**config.mk**
```make
export PLATFORM = sky130hd
export DESIGN_NAME = gain_weighted_priority_message_bus_core
export DESIGN_NICKNAME = d
export VERILOG_FILES = /design/src/design/gwpmb_pkg.sv /design/src/design/gain_weighted_priority_message_bus_core.sv /design/src/design/gwpmb_store.sv /design/src/design/gwpmb_gain.sv
export SDC_FILE = /design/constraint.sdc
export NUM_CORES = 2
export LEC_CHECK = 0
export BUFFER_PORTS_ARGS = -buffer_cell sky130_fd_sc_hd__buf_4
export CORE_MARGIN = 1
export CORE_UTILIZATION = 29
export DETAILED_ROUTE_END_ITERATION = 6
export PLACE_DENSITY = 0.51
export SLEW_MARGIN = 20
export SYNTH_ARGS = -nofsm -noshare
export SYNTH_HDL_FRONTEND = slang
export SYNTH_SLANG_ARGS = --single-unit
```
**constraint.sdc**
```tcl
create_clock -name i_clk -period 12.2 [get_ports i_clk]
set_clock_uncertainty 0.2 [all_clocks]
set_input_delay 1.83 -clock i_clk [delete_from_list [all_inputs] [get_ports i_clk]]
set_output_delay 1.83 -clock i_clk [all_outputs]
set_load 0.005 [all_outputs]
```
**src/design/gwpmb_pkg.sv**
```systemverilog
package gwpmb_pkg;

    localparam int STORE_DEPTH_DEF  = 16;
    localparam int REGIONS_DEF      = 8;
    localparam int PAYLOAD_BITS_DEF = 32;

    localparam int TARGET_BITS   = 3;
    localparam int PRIO_BITS     = 16;
    localparam int SURPRISE_BITS = 8;
    localparam int PAYLOAD_W     = 32;
    localparam int GAIN_BITS     = 10;

    // default width of one stored message: target, priority, surprise, payload
    localparam int ENTRY_BITS_DEF = 3 + PRIO_BITS + SURPRISE_BITS + PAYLOAD_BITS_DEF;

    localparam logic [GAIN_BITS-1:0]     GAIN_ONE     = 10'd256;
    localparam logic [GAIN_BITS-1:0]     GAIN_MAX     = 10'd768;
    localparam logic [GAIN_BITS-1:0]     GAIN_MIN     = 10'd26;
    localparam logic [SURPRISE_BITS-1:0] THRESH_RESET = 8'd77;
    localparam logic [PRIO_BITS-1:0]     PRIO_MAX     = 16'hFFFF;

    // floor(x / 5) = (x * RECIP_5) >> RECIP_SHIFT for x below 2**18
    localparam logic [16:0] RECIP_5     = 17'd52429;
    localparam int          RECIP_SHIFT = 18;

    typedef enum logic [1:0] {
        CMD_SEND  = 2'd0,
        CMD_RECV  = 2'd1,
        CMD_CLEAR = 2'd2,
        CMD_GAIN  = 2'd3
    } t_cmd;

    typedef enum logic [1:0] {
        ST_OK   = 2'd0,
        ST_FULL = 2'd1,
        ST_NONE = 2'd2
    } t_status;

    typedef struct packed {
        t_cmd                     cmd;
        logic [TARGET_BITS-1:0]   target;
        logic [PRIO_BITS-1:0]     priority_req;
        logic [SURPRISE_BITS-1:0] surprise;
        logic [PAYLOAD_W-1:0]     payload;
    } t_in_item;

    typedef struct packed {
        t_status                  status;
        logic [PRIO_BITS-1:0]     out_priority;
        logic [SURPRISE_BITS-1:0] out_surprise;
        logic [PAYLOAD_W-1:0]     out_payload;
    } t_out_item;

    // gain table request: upd writes back the scaled gain, up selects the boost
    typedef struct packed {
        logic upd;
        logic up;
    } t_gain_op;

endpackage

```
**src/design/gain_weighted_priority_message_bus_core.sv**
```systemverilog
// channel   direction  handshake                       contents
// command   in         start & !busy                   i_item (t_in_item)
// result    out        o_valid, one cycle, no stall    o_result (t_out_item)
// config    in         i_cfg_valid & o_cfg_ready       i_cfg_data (surprise threshold)
//
// clear, send to a full store and receive with an empty store answer from idle;
// gain update passes through S_GAIN, send through S_SCALE and S_BOOST. receive
// scans the stored messages through the single read port of the message
// memory, then, unless the match is the last of them, closes the gap after it.
// the result strobe follows the last busy cycle; the next command may be
// taken in that same cycle. reset is synchronous and empties the store.
module gain_weighted_priority_message_bus_core import gwpmb_pkg::*; #(
    parameter int STORE_DEPTH  = STORE_DEPTH_DEF,
    parameter int REGIONS      = REGIONS_DEF,
    parameter int PAYLOAD_BITS = PAYLOAD_BITS_DEF
) (
    input  logic                     i_clk,
    input  logic                     i_rst_n,
    input  logic                     start,
    output logic                     busy,
    input  t_in_item                 i_item,
    output logic                     o_valid,
    output t_out_item                o_result,
    input  logic                     i_cfg_valid,
    output logic                     o_cfg_ready,
    input  logic [SURPRISE_BITS-1:0] i_cfg_data
);

    localparam int AW = $clog2(STORE_DEPTH);
    localparam int CW = $clog2(STORE_DEPTH + 1);
    localparam int RW = $clog2(REGIONS);

    typedef struct packed {
        logic [RW-1:0]            tgt;
        logic [PRIO_BITS-1:0]     prio;
        logic [SURPRISE_BITS-1:0] sur;
        logic [PAYLOAD_BITS-1:0]  pay;
    } t_entry;

    localparam int EW = $bits(t_entry);

    typedef enum logic [2:0] {
        S_IDLE,
        S_SCALE,
        S_BOOST,
        S_GAIN,
        S_SCAN,
        S_SHIFT
    } t_state;

    function automatic logic [RW-1:0] region_of(input logic [TARGET_BITS-1:0] t);
        logic [TARGET_BITS:0] v;
        v = {1'b0, t};
        for (int k = 0; k < 4; k++) begin
            if (int'(v) >= REGIONS) begin
                v = v - (TARGET_BITS + 1)'(REGIONS);
            end
        end
        return RW'(v);
    endfunction

    t_state                   r_state, n_state;
    logic [CW-1:0]            r_count, n_count;
    logic [RW-1:0]            r_tgt, n_tgt;
    logic [PRIO_BITS-1:0]     r_prio, n_prio;
    logic [SURPRISE_BITS-1:0] r_sur, n_sur;
    logic [PAYLOAD_BITS-1:0]  r_pay, n_pay;
    logic                     r_above, n_above;
    logic [AW-1:0]            r_idx, n_idx;
    logic                     r_found, n_found;
    logic [AW-1:0]            r_best_idx, n_best_idx;
    t_entry                   r_best, n_best;
    logic                     r_out_valid, n_out_valid;
    t_out_item                r_out, n_out;
    logic [SURPRISE_BITS-1:0] r_thresh, n_thresh;

    logic [RW-1:0]            w_in_region;
    logic [RW-1:0]            w_gain_addr;
    t_gain_op                 w_gain_op;
    logic [GAIN_BITS-1:0]     w_gain;
    logic [AW-1:0]            w_rd_addr;
    logic                     w_wr_en;
    logic [AW-1:0]            w_wr_addr;
    t_entry                   w_wr_data;
    t_entry                   w_rd_entry;
    logic [EW-1:0]            w_rd_bits;
    logic [25:0]              w_scaled;
    logic [17:0]              w_boost;
    logic [PRIO_BITS-1:0]     w_send_prio;
    logic                     w_hit;

    assign w_in_region = region_of(i_item.target);
    assign w_rd_entry  = w_rd_bits;

    gwpmb_store #(
        .DEPTH (STORE_DEPTH),
        .WIDTH (EW)
    ) u_store (
        .i_clk     (i_clk),
        .i_wr_en   (w_wr_en),
        .i_wr_addr (w_wr_addr),
        .i_wr_data (w_wr_data),
        .i_rd_addr (w_rd_addr),
        .o_rd_data (w_rd_bits)
    );

    gwpmb_gain #(
        .REGIONS (REGIONS)
    ) u_gain (
        .i_clk     (i_clk),
        .i_rst_n   (i_rst_n),
        .i_rd_addr (w_gain_addr),
        .i_op      (w_gain_op),
        .o_gain    (w_gain)
    );

    // priority * gain >> 8, then * 3 >> 1 when boosted, each saturating
    assign w_scaled = 26'(r_prio) * 26'(w_gain);
    assign w_boost  = 18'(r_prio) * 18'd3;

    always_comb begin
        if (r_above && w_boost[17]) begin
            w_send_prio = PRIO_MAX;
        end else if (r_above) begin
            w_send_prio = w_boost[16:1];
        end else begin
            w_send_prio = r_prio;
        end
    end

    assign w_hit = (w_rd_entry.tgt == r_tgt) && (!r_found || w_rd_entry.prio > r_best.prio);

    always_comb begin
        n_state     = r_state;
        n_count     = r_count;
        n_tgt       = r_tgt;
        n_prio      = r_prio;
        n_sur       = r_sur;
        n_pay       = r_pay;
        n_above     = r_above;
        n_idx       = r_idx;
        n_found     = r_found;
        n_best_idx  = r_best_idx;
        n_best      = r_best;
        n_out_valid = 1'b0;
        n_out       = r_out;
        n_thresh    = r_thresh;

        w_gain_addr = r_tgt;
        w_gain_op   = '{upd: 1'b0, up: r_above};
        w_rd_addr   = '0;
        w_wr_en     = 1'b0;
        w_wr_addr   = r_idx;
        w_wr_data   = w_rd_entry;

        if (i_cfg_valid) begin
            n_thresh = i_cfg_data;
        end

        unique case (r_state)
            S_IDLE: begin
                w_gain_addr = w_in_region;
                if (start) begin
                    n_tgt   = w_in_region;
                    n_prio  = i_item.priority_req;
                    n_sur   = i_item.surprise;
                    n_pay   = i_item.payload[PAYLOAD_BITS-1:0];
                    n_above = i_item.surprise > r_thresh;
                    n_out   = '{status: ST_OK, default: '0};
                    unique case (i_item.cmd)
                        CMD_SEND: begin
                            if (r_count >= CW'(STORE_DEPTH)) begin
                                n_out.status = ST_FULL;
                                n_out_valid  = 1'b1;
                            end else begin
                                n_state = S_SCALE;
                            end
                        end
                        CMD_RECV: begin
                            if (r_count == '0) begin
                                n_out.status = ST_NONE;
                                n_out_valid  = 1'b1;
                            end else begin
                                n_idx   = '0;
                                n_found = 1'b0;
                                n_state = S_SCAN;
                            end
                        end
                        CMD_CLEAR: begin
                            n_count     = '0;
                            n_out_valid = 1'b1;
                        end
                        CMD_GAIN: begin
                            n_state = S_GAIN;
                        end
                        default: begin
                            n_state = S_IDLE;
                        end
                    endcase
                end
            end
            S_SCALE: begin
                n_prio  = (|w_scaled[25:24]) ? PRIO_MAX : w_scaled[23:8];
                n_state = S_BOOST;
            end
            S_BOOST: begin
                w_wr_en     = 1'b1;
                w_wr_addr   = r_count[AW-1:0];
                w_wr_data   = '{tgt: r_tgt, prio: w_send_prio, sur: r_sur, pay: r_pay};
                n_count     = r_count + CW'(1);
                n_out_valid = 1'b1;
                n_state     = S_IDLE;
            end
            S_GAIN: begin
                w_gain_op.upd = 1'b1;
                n_out_valid   = 1'b1;
                n_state       = S_IDLE;
            end
            S_SCAN: begin
                // read data holds entry r_idx; next address goes out now
                w_rd_addr = r_idx + AW'(1);
                n_idx     = r_idx + AW'(1);
                if (w_hit) begin
                    n_found    = 1'b1;
                    n_best_idx = r_idx;
                    n_best     = w_rd_entry;
                end
                if (CW'(r_idx) + CW'(1) == r_count) begin
                    if (!n_found) begin
                        n_out.status = ST_NONE;
                        n_out_valid  = 1'b1;
                        n_state      = S_IDLE;
                    end else if (CW'(n_best_idx) + CW'(1) == r_count) begin
                        n_out        = '{status: ST_OK,
                                         out_priority: n_best.prio,
                                         out_surprise: n_best.sur,
                                         out_payload: PAYLOAD_W'(n_best.pay)};
                        n_out_valid  = 1'b1;
                        n_count      = r_count - CW'(1);
                        n_state      = S_IDLE;
                    end else begin
                        // close the gap from the match onward
                        w_rd_addr = n_best_idx + AW'(1);
                        n_idx     = n_best_idx;
                        n_state   = S_SHIFT;
                    end
                end
            end
            S_SHIFT: begin
                // read data holds entry r_idx + 1, moved down to r_idx
                w_wr_en   = 1'b1;
                w_wr_addr = r_idx;
                w_wr_data = w_rd_entry;
                w_rd_addr = r_idx + AW'(2);
                n_idx     = r_idx + AW'(1);
                if (CW'(r_idx) + CW'(2) == r_count) begin
                    n_out       = '{status: ST_OK,
                                    out_priority: r_best.prio,
                                    out_surprise: r_best.sur,
                                    out_payload: PAYLOAD_W'(r_best.pay)};
                    n_out_valid = 1'b1;
                    n_count     = r_count - CW'(1);
                    n_state     = S_IDLE;
                end
            end
            default: begin
                n_state = S_IDLE;
            end
        endcase
    end

    always_ff @(posedge i_clk) begin
        if (!i_rst_n) begin
            r_state     <= S_IDLE;
            r_count     <= '0;
            r_out_valid <= 1'b0;
            r_thresh    <= THRESH_RESET;
            r_found     <= 1'b0;
        end else begin
            r_state     <= n_state;
            r_count     <= n_count;
            r_out_valid <= n_out_valid;
            r_thresh    <= n_thresh;
            r_found     <= n_found;
            r_tgt       <= n_tgt;
            r_prio      <= n_prio;
            r_sur       <= n_sur;
            r_pay       <= n_pay;
            r_above     <= n_above;
            r_idx       <= n_idx;
            r_best_idx  <= n_best_idx;
            r_best      <= n_best;
            r_out       <= n_out;
        end
    end

    assign busy        = (r_state != S_IDLE);
    assign o_valid     = r_out_valid;
    assign o_result    = r_out;
    assign o_cfg_ready = 1'b1;

endmodule

```
**src/design/gwpmb_store.sv**
```systemverilog
module gwpmb_store import gwpmb_pkg::*; #(
    parameter int DEPTH = STORE_DEPTH_DEF,
    parameter int WIDTH = ENTRY_BITS_DEF
) (
    input  logic                     i_clk,
    input  logic                     i_wr_en,
    input  logic [$clog2(DEPTH)-1:0] i_wr_addr,
    input  logic [WIDTH-1:0]         i_wr_data,
    input  logic [$clog2(DEPTH)-1:0] i_rd_addr,
    output logic [WIDTH-1:0]         o_rd_data
);

    logic [WIDTH-1:0] r_mem [DEPTH];
    logic [WIDTH-1:0] r_rd_data;

    always_ff @(posedge i_clk) begin
        if (i_wr_en) begin
            r_mem[i_wr_addr] <= i_wr_data;
        end
        r_rd_data <= r_mem[i_rd_addr];
    end

    assign o_rd_data = r_rd_data;

endmodule

```
**src/design/gwpmb_gain.sv**
```systemverilog
module gwpmb_gain import gwpmb_pkg::*; #(
    parameter int REGIONS = REGIONS_DEF
) (
    input  logic                       i_clk,
    input  logic                       i_rst_n,
    input  logic [$clog2(REGIONS)-1:0] i_rd_addr,
    input  t_gain_op                   i_op,
    output logic [GAIN_BITS-1:0]       o_gain
);

    localparam int RW = $clog2(REGIONS);

    logic [GAIN_BITS-1:0] r_mem [REGIONS];
    logic [REGIONS-1:0]   r_valid;
    logic [GAIN_BITS-1:0] r_rdata;
    logic                 r_rvalid;
    logic [RW-1:0]        r_addr;

    logic [GAIN_BITS-1:0] w_gain;
    logic [14:0]          w_g19;
    logic [12:0]          w_dividend;
    logic [29:0]          w_prod;
    logic [11:0]          w_quot;
    logic [GAIN_BITS-1:0] w_new;

    // a region never written still holds its reset gain of 1.0
    assign w_gain = r_rvalid ? r_rdata : GAIN_ONE;

    // gain * 6 / 5 going up, gain * 19 / 20 = (gain * 19 / 4) / 5 going down
    assign w_g19      = {w_gain, 4'b0} + {4'b0, w_gain, 1'b0} + {5'b0, w_gain};
    assign w_dividend = i_op.up ? ({1'b0, w_gain, 2'b0} + {2'b0, w_gain, 1'b0})
                                : w_g19[14:2];
    assign w_prod     = 30'(w_dividend) * 30'(RECIP_5);
    assign w_quot     = w_prod[29:RECIP_SHIFT];

    always_comb begin
        if (i_op.up) begin
            w_new = (w_quot > 12'(GAIN_MAX)) ? GAIN_MAX : w_quot[GAIN_BITS-1:0];
        end else begin
            w_new = (w_quot < 12'(GAIN_MIN)) ? GAIN_MIN : w_quot[GAIN_BITS-1:0];
        end
    end

    always_ff @(posedge i_clk) begin
        if (i_op.upd) begin
            r_mem[r_addr] <= w_new;
        end
        r_rdata <= r_mem[i_rd_addr];
        r_addr  <= i_rd_addr;
    end

    always_ff @(posedge i_clk) begin
        if (!i_rst_n) begin
            r_valid  <= '0;
            r_rvalid <= 1'b0;
        end else begin
            if (i_op.upd) begin
                r_valid[r_addr] <= 1'b1;
            end
            r_rvalid <= r_valid[i_rd_addr];
        end
    end

    assign o_gain = w_gain;

endmodule

```
# Word level (Yosys, flattened, before mapping)
# Memory sizes are Yosys's and may differ from the RTL's. A register that Yosys moved wholly into a read port is not among the register bits.
# Cells that the tools add are included.
[totals] reg_bits=212 mem_bits_rw=1024 input_bits=73 output_inout_bits=61 mem_count=2
[memory_table] name="u_store.r_mem" depth=16 width=59 read_ports=1 rd_clocked_by_memory_dff=1 write_ports=1 line="gwpmb_store.sv:13" rtl="logic [WIDTH-1:0] r_mem [DEPTH];"
[memory_table] name="u_gain.r_mem" depth=8 width=10 read_ports=1 rd_clocked_by_memory_dff=1 write_ports=1 line="gwpmb_gain.sv:13" rtl="logic [GAIN_BITS-1:0] r_mem [REGIONS];"
[op_classes] n_addsub=11 n_mul=3 order_cmp=8 n_eq_ne=24 mux=78 bitwise_logic=1 n_reduce_logical=25
[op_table] operator="$mux W58" n=4
[op_table] operator="$pmux W58 S3" n=1
[op_table] operator="$mux W56" n=2
[op_table] operator="$mux W16" n=4
[op_table] operator="$mux W59" n=1
[op_table] operator="$mux W4" n=12
[op_table] operator="$mux W10" n=4
[op_table] operator="$pmux W16 S2" n=1
[op_table] operator="$mux W5" n=6
[op_table] operator="$mul A13 B16 Y29 const B" n=1
[op_table] operator="$mul A16 B10 Y26" n=1
[op_table] operator="$mux W3" n=8
[op_table] operator="$mux W1" n=21
[op_table] operator="$pmux W5 S4" n=1
[op_table] operator="$mul A16 B2 Y18 const B" n=1
[op_table] operator="$gt A16 B16 Y1" n=1
[op_table] operator="$add A14 B11 Y15" n=1
[op_table] operator="$add A15 B10 Y15" n=1
[op_table] operator="$eq A5 B5 Y1" n=3
[op_table] operator="$reduce_and A7 Y1" n=2
[op_table] operator="$add A12 B11 Y13" n=1
[op_table] operator="$mux W13" n=1
[op_table] operator="$ne A2 B2 Y1 const B" n=6
[op_table] operator="$pmux W3 S4" n=1
[op_table] operator="other kinds (47)" n=65

# Depth between registers and ports, before layout
[logic_depth] word_depth=11 depth_mapped=39 depth_no_buf=36

# By module
# A second synthesis with hierarchy kept.
[unflattened] hier_cells=3930 area_unflattened_um2=61007.3
[modules_own_cells] module="gwpmb_store" n_inst=1 cells_each=1522 area_per_inst_um2=36453.7
[modules_own_cells] module="gain_weighted_priority_message_bus_core" n_inst=1 cells_each=1655 area_per_inst_um2=16170.5
[modules_own_cells] module="gwpmb_gain" n_inst=1 cells_each=753 area_per_inst_um2=8383.0

# Least setup slack after synthesis
# Ideal clock, no wire load.
[synth_path] path_type="register -> register" from="register u_gain.r_rvalid" to="memory u_gain.r_mem[0][0] (data pin)" setup_ps=273 arrival_ps=8913 setup_slack_ps=2814 stages_incl_launch_ff=36 n_path_buf=3 period_less_slack_ps=9386 cell_sequence="dfxtp_1 > clkbuf_1 > and2_1 > clkbuf_1 > clkbuf_1 > ha_1 > fa_1 > a21o_1 > a21o_1 > a2111oi_2 > o31ai_1 > and3_1 > o31a_1 > nor2_1 > inv_1 > ha_1 > inv_1 > fa_1 > fa_1 > inv_1 > fa_1 > fa_1 > inv_1 > ha_1 > a21o_1 > a21o_1 > a2111oi_0 > a211oi_1 > nor2_1 > o2111ai_1 > a21boi_0 > a21oi_1 > o311a_1 > o21a_1 > nand2b_1 > nor3b_1"
[synth_via] elab_chain_len=8
[synth_lines] element="start: declaration" line="gwpmb_gain.sv:16" rtl="logic r_rvalid;"
[synth_lines] element="start signal: assignment" line="gwpmb_gain.sv:60" rtl="r_rvalid <= r_valid[i_rd_addr];"
[synth_lines] element="$mux W10 *" line="gwpmb_gain.sv:27" rtl="assign w_gain = r_rvalid ? r_rdata : GAIN_ONE;"
[synth_lines] element="$add A14 B11 Y15" line="gwpmb_gain.sv:30" rtl="assign w_g19 = {w_gain, 4'b0} + {4'b0, w_gain, 1'b0} + {5'b0, w_gain};"
[synth_lines] element="$add A15 B10 Y15" line="gwpmb_gain.sv:30"
[synth_lines] element="$mux W13 *" line="gwpmb_gain.sv:31" rtl="assign w_dividend = i_op.up ? ({1'b0, w_gain, 2'b0} + {2'b0, w_gain, 1'b0})"
[synth_lines] element="$mul A13 B16 Y29 *" line="gwpmb_gain.sv:33" rtl="assign w_prod = 30'(w_dividend) * 30'(RECIP_5);"
[synth_lines] element="$lt A11 B5 Y1 or $gt A11 B10 Y1 (tied branches)" line="gwpmb_gain.sv:40, gwpmb_gain.sv:38"
[synth_lines] element="$mux W10 (on tied branches)" line="gwpmb_gain.sv:40, gwpmb_gain.sv:38"
[synth_lines] element="$mux W10 *" line="gwpmb_gain.sv:37" rtl="if (i_op.up) begin"
[synth_lines] element="via u_gain.w_new[0]" line="gwpmb_gain.sv:24" rtl="logic [GAIN_BITS-1:0] w_new;"
[synth_lines] element="end: declaration" line="gwpmb_gain.sv:13"
# The timed path passes the listed nets; every way through them passes the cells marked *.

# Worst setup path in the final report
# Ends and elaborated chain as after synthesis.

==> results.txt <==
----------------------------------------------------
[STA]
  Fmax ... 89.3 MHz
  Final cycle utilization of the critical path ... 91.8%
  Setup repair after global routing missed its margin ... no
  Setup-violating endpoint count in the final report ... 0
  Hold Vio Cnt, Final ... 0
  Transition time at the pin with the least slew margin ... 1.08 ns
  Slew HR ... 27.5%
  TNS Setup ... 0 ns
  Minimum clock period ... 11.20 ns
  Max-slew violations ... 0

[Worst setup path]
  CP dominant cell by count ... sky130_fd_sc_hd__fa_1
  Top fanout value on the critical path ... 21
  Stage delay of the slowest cell on the critical path ... 0.76 ns
  Worst Path Required ... 12.45 ns
  Critical path startpoint category ... flop
  Critical Path AT ... 11.45 ns
  Critical-path top delay cell ... sky130_fd_sc_hd__nor3b_1
  Cell count of the worst reg-to-reg path ... 34
  Worst Setup End Kind ... flop
  Startpoint-to-endpoint class of the critical path ... flop to flop
  Reg-to-Reg Start ... u_gain.r_rvalid$_SDFF_PN0_
  Worst setup startpoint ... u_gain.r_rvalid$_SDFF_PN0_

[Layout]
  # nets final ... 4,985
  Signed area change from the synthesized netlist to the final layout ... 14.9%
  Share of final-layout standard cells stronger than drive strength 1 ... 17.7%
  Post-layout instance area ... 72,300 sq um
  Fill cell instance count of the final layout ... 20,900

[Die]
  DIE WIDTH ... 468 microns
  Die ar. ... 219,000 sq um
  Vertical die dimension ... 468 microns
  Placeable Area ... 215,000 sq um
  # rows ... 170
  # IOs ... 134
  Initial cell density of the core ... 29.3%

[Logic synthesis]
  Synthesized area ... 62,900 sq um
  Fraction of synthesized cell area in xor and xnor cells ... 0.946%
  Post-synthesis adder-cell area fraction ... 9.55%
  Async S/R FF share, synth ... 0%
  Post-Synthesis Net Count ... 4,836
  Count of unique library cells instantiated by Yosys ... 78
  Most used flip-flop cell after synthesis ... sky130_fd_sc_hd__edfxtp_1
  Number of register bits inferred by synthesis ... 1,305
  Number of enable flip-flop cells after synthesis ... 1,206
  Synthesized area per cell ... 14.4 sq um
  Number of warnings reported in the yosys synthesis log ... 0
  Fraction of the yosys area taken by sequential cells ... 60.7%
  Cell count after synthesis ... 4,383
  Post-synthesis share of cell area spent on and, or, nand and nor gates ... 5.69%
  Compound-cell area share of the yosys netlist ... 4.13%
  Share of synthesized area spent on multiplexers ... 15.7%
  Largest family of logic cells by synthesized area ... multiplexers

[Clock network]
  Post-CTS setup repair buffer count ... 0
  Number of buffers between clock root and the deepest sink ... 3
  Master cell of the clock root buffer ... sky130_fd_sc_hd__clkbuf_16
  Number of buffers created by CTS ... 143
  Clock transition time at the flip-flop clock pins of the worst setup and hold paths ... 0.06 ns
  Clock tree from TritonCTS ... built
  Post-CTS Hold Fix Bufs ... 0
  CTS H-tree depth ... 4
  Resize count post-CTS ... 0
  Clk_lat worst skew ... 0.78 ns
  Number of sinks driven by the clock tree ... 1,305

[Drt]
  Routed via count divided by cell count ... 4.73
  DR WL/cell ... 22.2 microns
  Final routed wirelength across all metal layers ... 166,000 microns
  Number of routed nets with antenna violations ... 0
  Violation count after the first detailed-route iteration ... 2,446
  Drc violations ... 0
  Number of iterations in the first detailed-routing pass ... 5
  Via count of the routed design ... 35,400

[Min path]
  Worst Hold Class ... flop to flop
  Worst Hold Depth ... 1
  Min-Delay Startpoint ... u_gain.r_valid[2]$_SDFFE_PN0P_

[Global route]
  GRT overflow ... 0
  Antenna violations before repair ... 9
  Pin count of the biggest net entering global routing ... 129
  Number of global-route vias before repair ... 36,500
  Global-route wire length before repair ... 245,000 microns
  Gr usage total ... 15.1%

[Pwr]
  P_leak ... 29.0 nW
  Peak supply drop ... 0.000259 V
  Pwr Density ... 203 nW/um^2

[Job]
  Number of max-capacitance violations reported ... 0

[Placement]
  Dpl hpwl ... 98,700 microns
  Dpl cell area ... 67,400 sq um
  Final weighted congestion of routability-driven global placement ... 0.800
  Port Buffers ... 132

[Run status]
  Outcome ... finished clean

----------------------------------------------------
-- metal layers --
metal	global-route usage [%]	wire, microns	vias up
met4	3.87	3580	0
met2	24.6	78000	765
met3	2.02	6470	193
met5	0	0	-
li1	-	-	16300
met1	21.1	78400	18100
-- flip-flops by register name, summed over array words and instances (netlist names), 3 cells and up --
signal	flops
r_prio	16
r_pay	32
u_gain.r_addr	3
r_count	5
u_store.r_mem	944
r_idx	4
r_best	56
u_gain.r_mem	80
r_tgt	3
r_best_idx	4
u_gain.r_valid	8
r_state	3
u_store.o_rd_data	59
u_gain.r_rdata	10
r_sur	8
o_result	58
r_thresh	8
-- where the power goes --
| group | switching [mW] | leakage, nW | internal (mW) |
|---|---|---|---|
| sequential | 0.142 | 11.7 | 5.69 |
| clock | 1.83 | 2.35 | 2.63 |
| combinational | 2.74 | 14.9 | 1.63 |
-- cells in the final DEF, fill, tap and decap left out, types with 6 or more instances in the layout --
cell type                   instances
sky130_fd_sc_hd__mux2i_1          600
sky130_fd_sc_hd__nand3b_1           7
sky130_fd_sc_hd__nor2_1            87
sky130_fd_sc_hd__and3_1            58
sky130_fd_sc_hd__mux2_2           339
sky130_fd_sc_hd__bufinv_16         15
sky130_fd_sc_hd__clkbuf_1          41
sky130_fd_sc_hd__and2_1            19
sky130_fd_sc_hd__fa_1             167
sky130_fd_sc_hd__o21a_1            22
sky130_fd_sc_hd__xnor2_1           40
sky130_fd_sc_hd__o211ai_1          15
sky130_fd_sc_hd__o21ai_0          115
sky130_fd_sc_hd__nor2_4            20
sky130_fd_sc_hd__nor3_1            20
sky130_fd_sc_hd__o21bai_1           6
sky130_fd_sc_hd__dfxtp_1           99
sky130_fd_sc_hd__clkbuf_16        148
sky130_fd_sc_hd__ha_1             213
sky130_fd_sc_hd__a21oi_1           50
sky130_fd_sc_hd__o32a_1            16
sky130_fd_sc_hd__nand3_1           84
sky130_fd_sc_hd__a211oi_1           6
sky130_fd_sc_hd__nand4_1            8
sky130_fd_sc_hd__clkinv_1          18
sky130_fd_sc_hd__xor2_1            28
sky130_fd_sc_hd__clkbuf_8          10
sky130_fd_sc_hd__nor2b_1           19
sky130_fd_sc_hd__clkinv_2          17
sky130_fd_sc_hd__nand2b_1          21
sky130_fd_sc_hd__nand2_1          418
sky130_fd_sc_hd__or2_2              8
sky130_fd_sc_hd__a31oi_1           15
sky130_fd_sc_hd__edfxtp_1        1206
sky130_fd_sc_hd__buf_4            218
sky130_fd_sc_hd__inv_1            288
sky130_fd_sc_hd__a21boi_0           8
sky130_fd_sc_hd__a22o_1            41
sky130_fd_sc_hd__a21o_1            26
-- path summary, 6_finish.rpt --
check	to	slack [ns]
setup reg to reg	u_gain.r_mem[0][0]$_DFFE_PP_	1.0
setup / recovery	u_gain.r_mem[0][0]$_DFFE_PP_	1.0
hold reg to reg	u_gain.r_valid[2]$_SDFFE_PN0P_	0.26
hold / removal	u_gain.r_valid[2]$_SDFFE_PN0P_	0.26
-- through the flow --
step	utilization, %	setup slack, ns	cells	power (mW)	hold WS, ns
finish	33.6	0.997	7491	14.7	0.263
global route	33.6	0.145	7490	15.5	0.275
CTS	33.6	0.994	7489	14.8	0.266
detailed placement	31.4	1.10	7225	10.3	0.253
global placement	31.4	1.19	7225	10.2	0.247
floorplan	-	2.81	4383	8.98	0.241
-- synthesized netlist by cell type, types with 22 or more instances --
cell	n	share of area, %
sky130_fd_sc_hd__a21o_1	26	0.31
sky130_fd_sc_hd__a21oi_1	50	0.40
sky130_fd_sc_hd__a22o_1	42	0.58
sky130_fd_sc_hd__and3_1	60	0.60
sky130_fd_sc_hd__buf_2	77	0.61
sky130_fd_sc_hd__clkbuf_1	107	0.64
sky130_fd_sc_hd__dfxtp_1	99	3.1
sky130_fd_sc_hd__edfxtp_1	1206	58
sky130_fd_sc_hd__fa_1	167	5.3
sky130_fd_sc_hd__ha_1	213	4.2
sky130_fd_sc_hd__inv_1	288	1.7
sky130_fd_sc_hd__mux2_2	339	6.1
sky130_fd_sc_hd__mux2i_1	603	9.6
sky130_fd_sc_hd__nand2_1	419	2.5
sky130_fd_sc_hd__nand3_1	84	0.67
sky130_fd_sc_hd__nor2_1	106	0.63
sky130_fd_sc_hd__nor3_1	22	0.17
sky130_fd_sc_hd__o21a_1	22	0.26
sky130_fd_sc_hd__o21ai_0	117	0.93
sky130_fd_sc_hd__xnor2_1	40	0.56
sky130_fd_sc_hd__xor2_1	28	0.39
-- worst max-delay path: cells and delay by family, from the launching register on --
kind            cells  cell delay [ns]
buf+inv             4             0.44
fa+ha+maj           8             3.33
compound gates     16             4.11
xor+xnor            1             0.07
flops               1             0.65
simple gates        5             2.05
-- layout make-up --
class | instances | area [sq um] | share of cell area, %
antenna | 2 | 5.00 | 0.00692
clock buffer | 199 | 4000 | 5.53
clock inverter | 65 | 871 | 1.20
inverter | 291 | 1090 | 1.51
multi-input combinational | 2570 | 22900 | 31.7
sequential | 1305 | 38200 | 52.8
tap | 2838 | 3550 | 4.91
timing repair buffer | 221 | 1700 | 2.35
-- cell families after synthesis --
group	Yosys count
flops	1305
mux	942
simple gates	797
buf+inv	508
compound gates	382
fa+ha+maj	380
xor+xnor	68
other cells	1
Note: power is estimated with default switching activity, not from simulation.
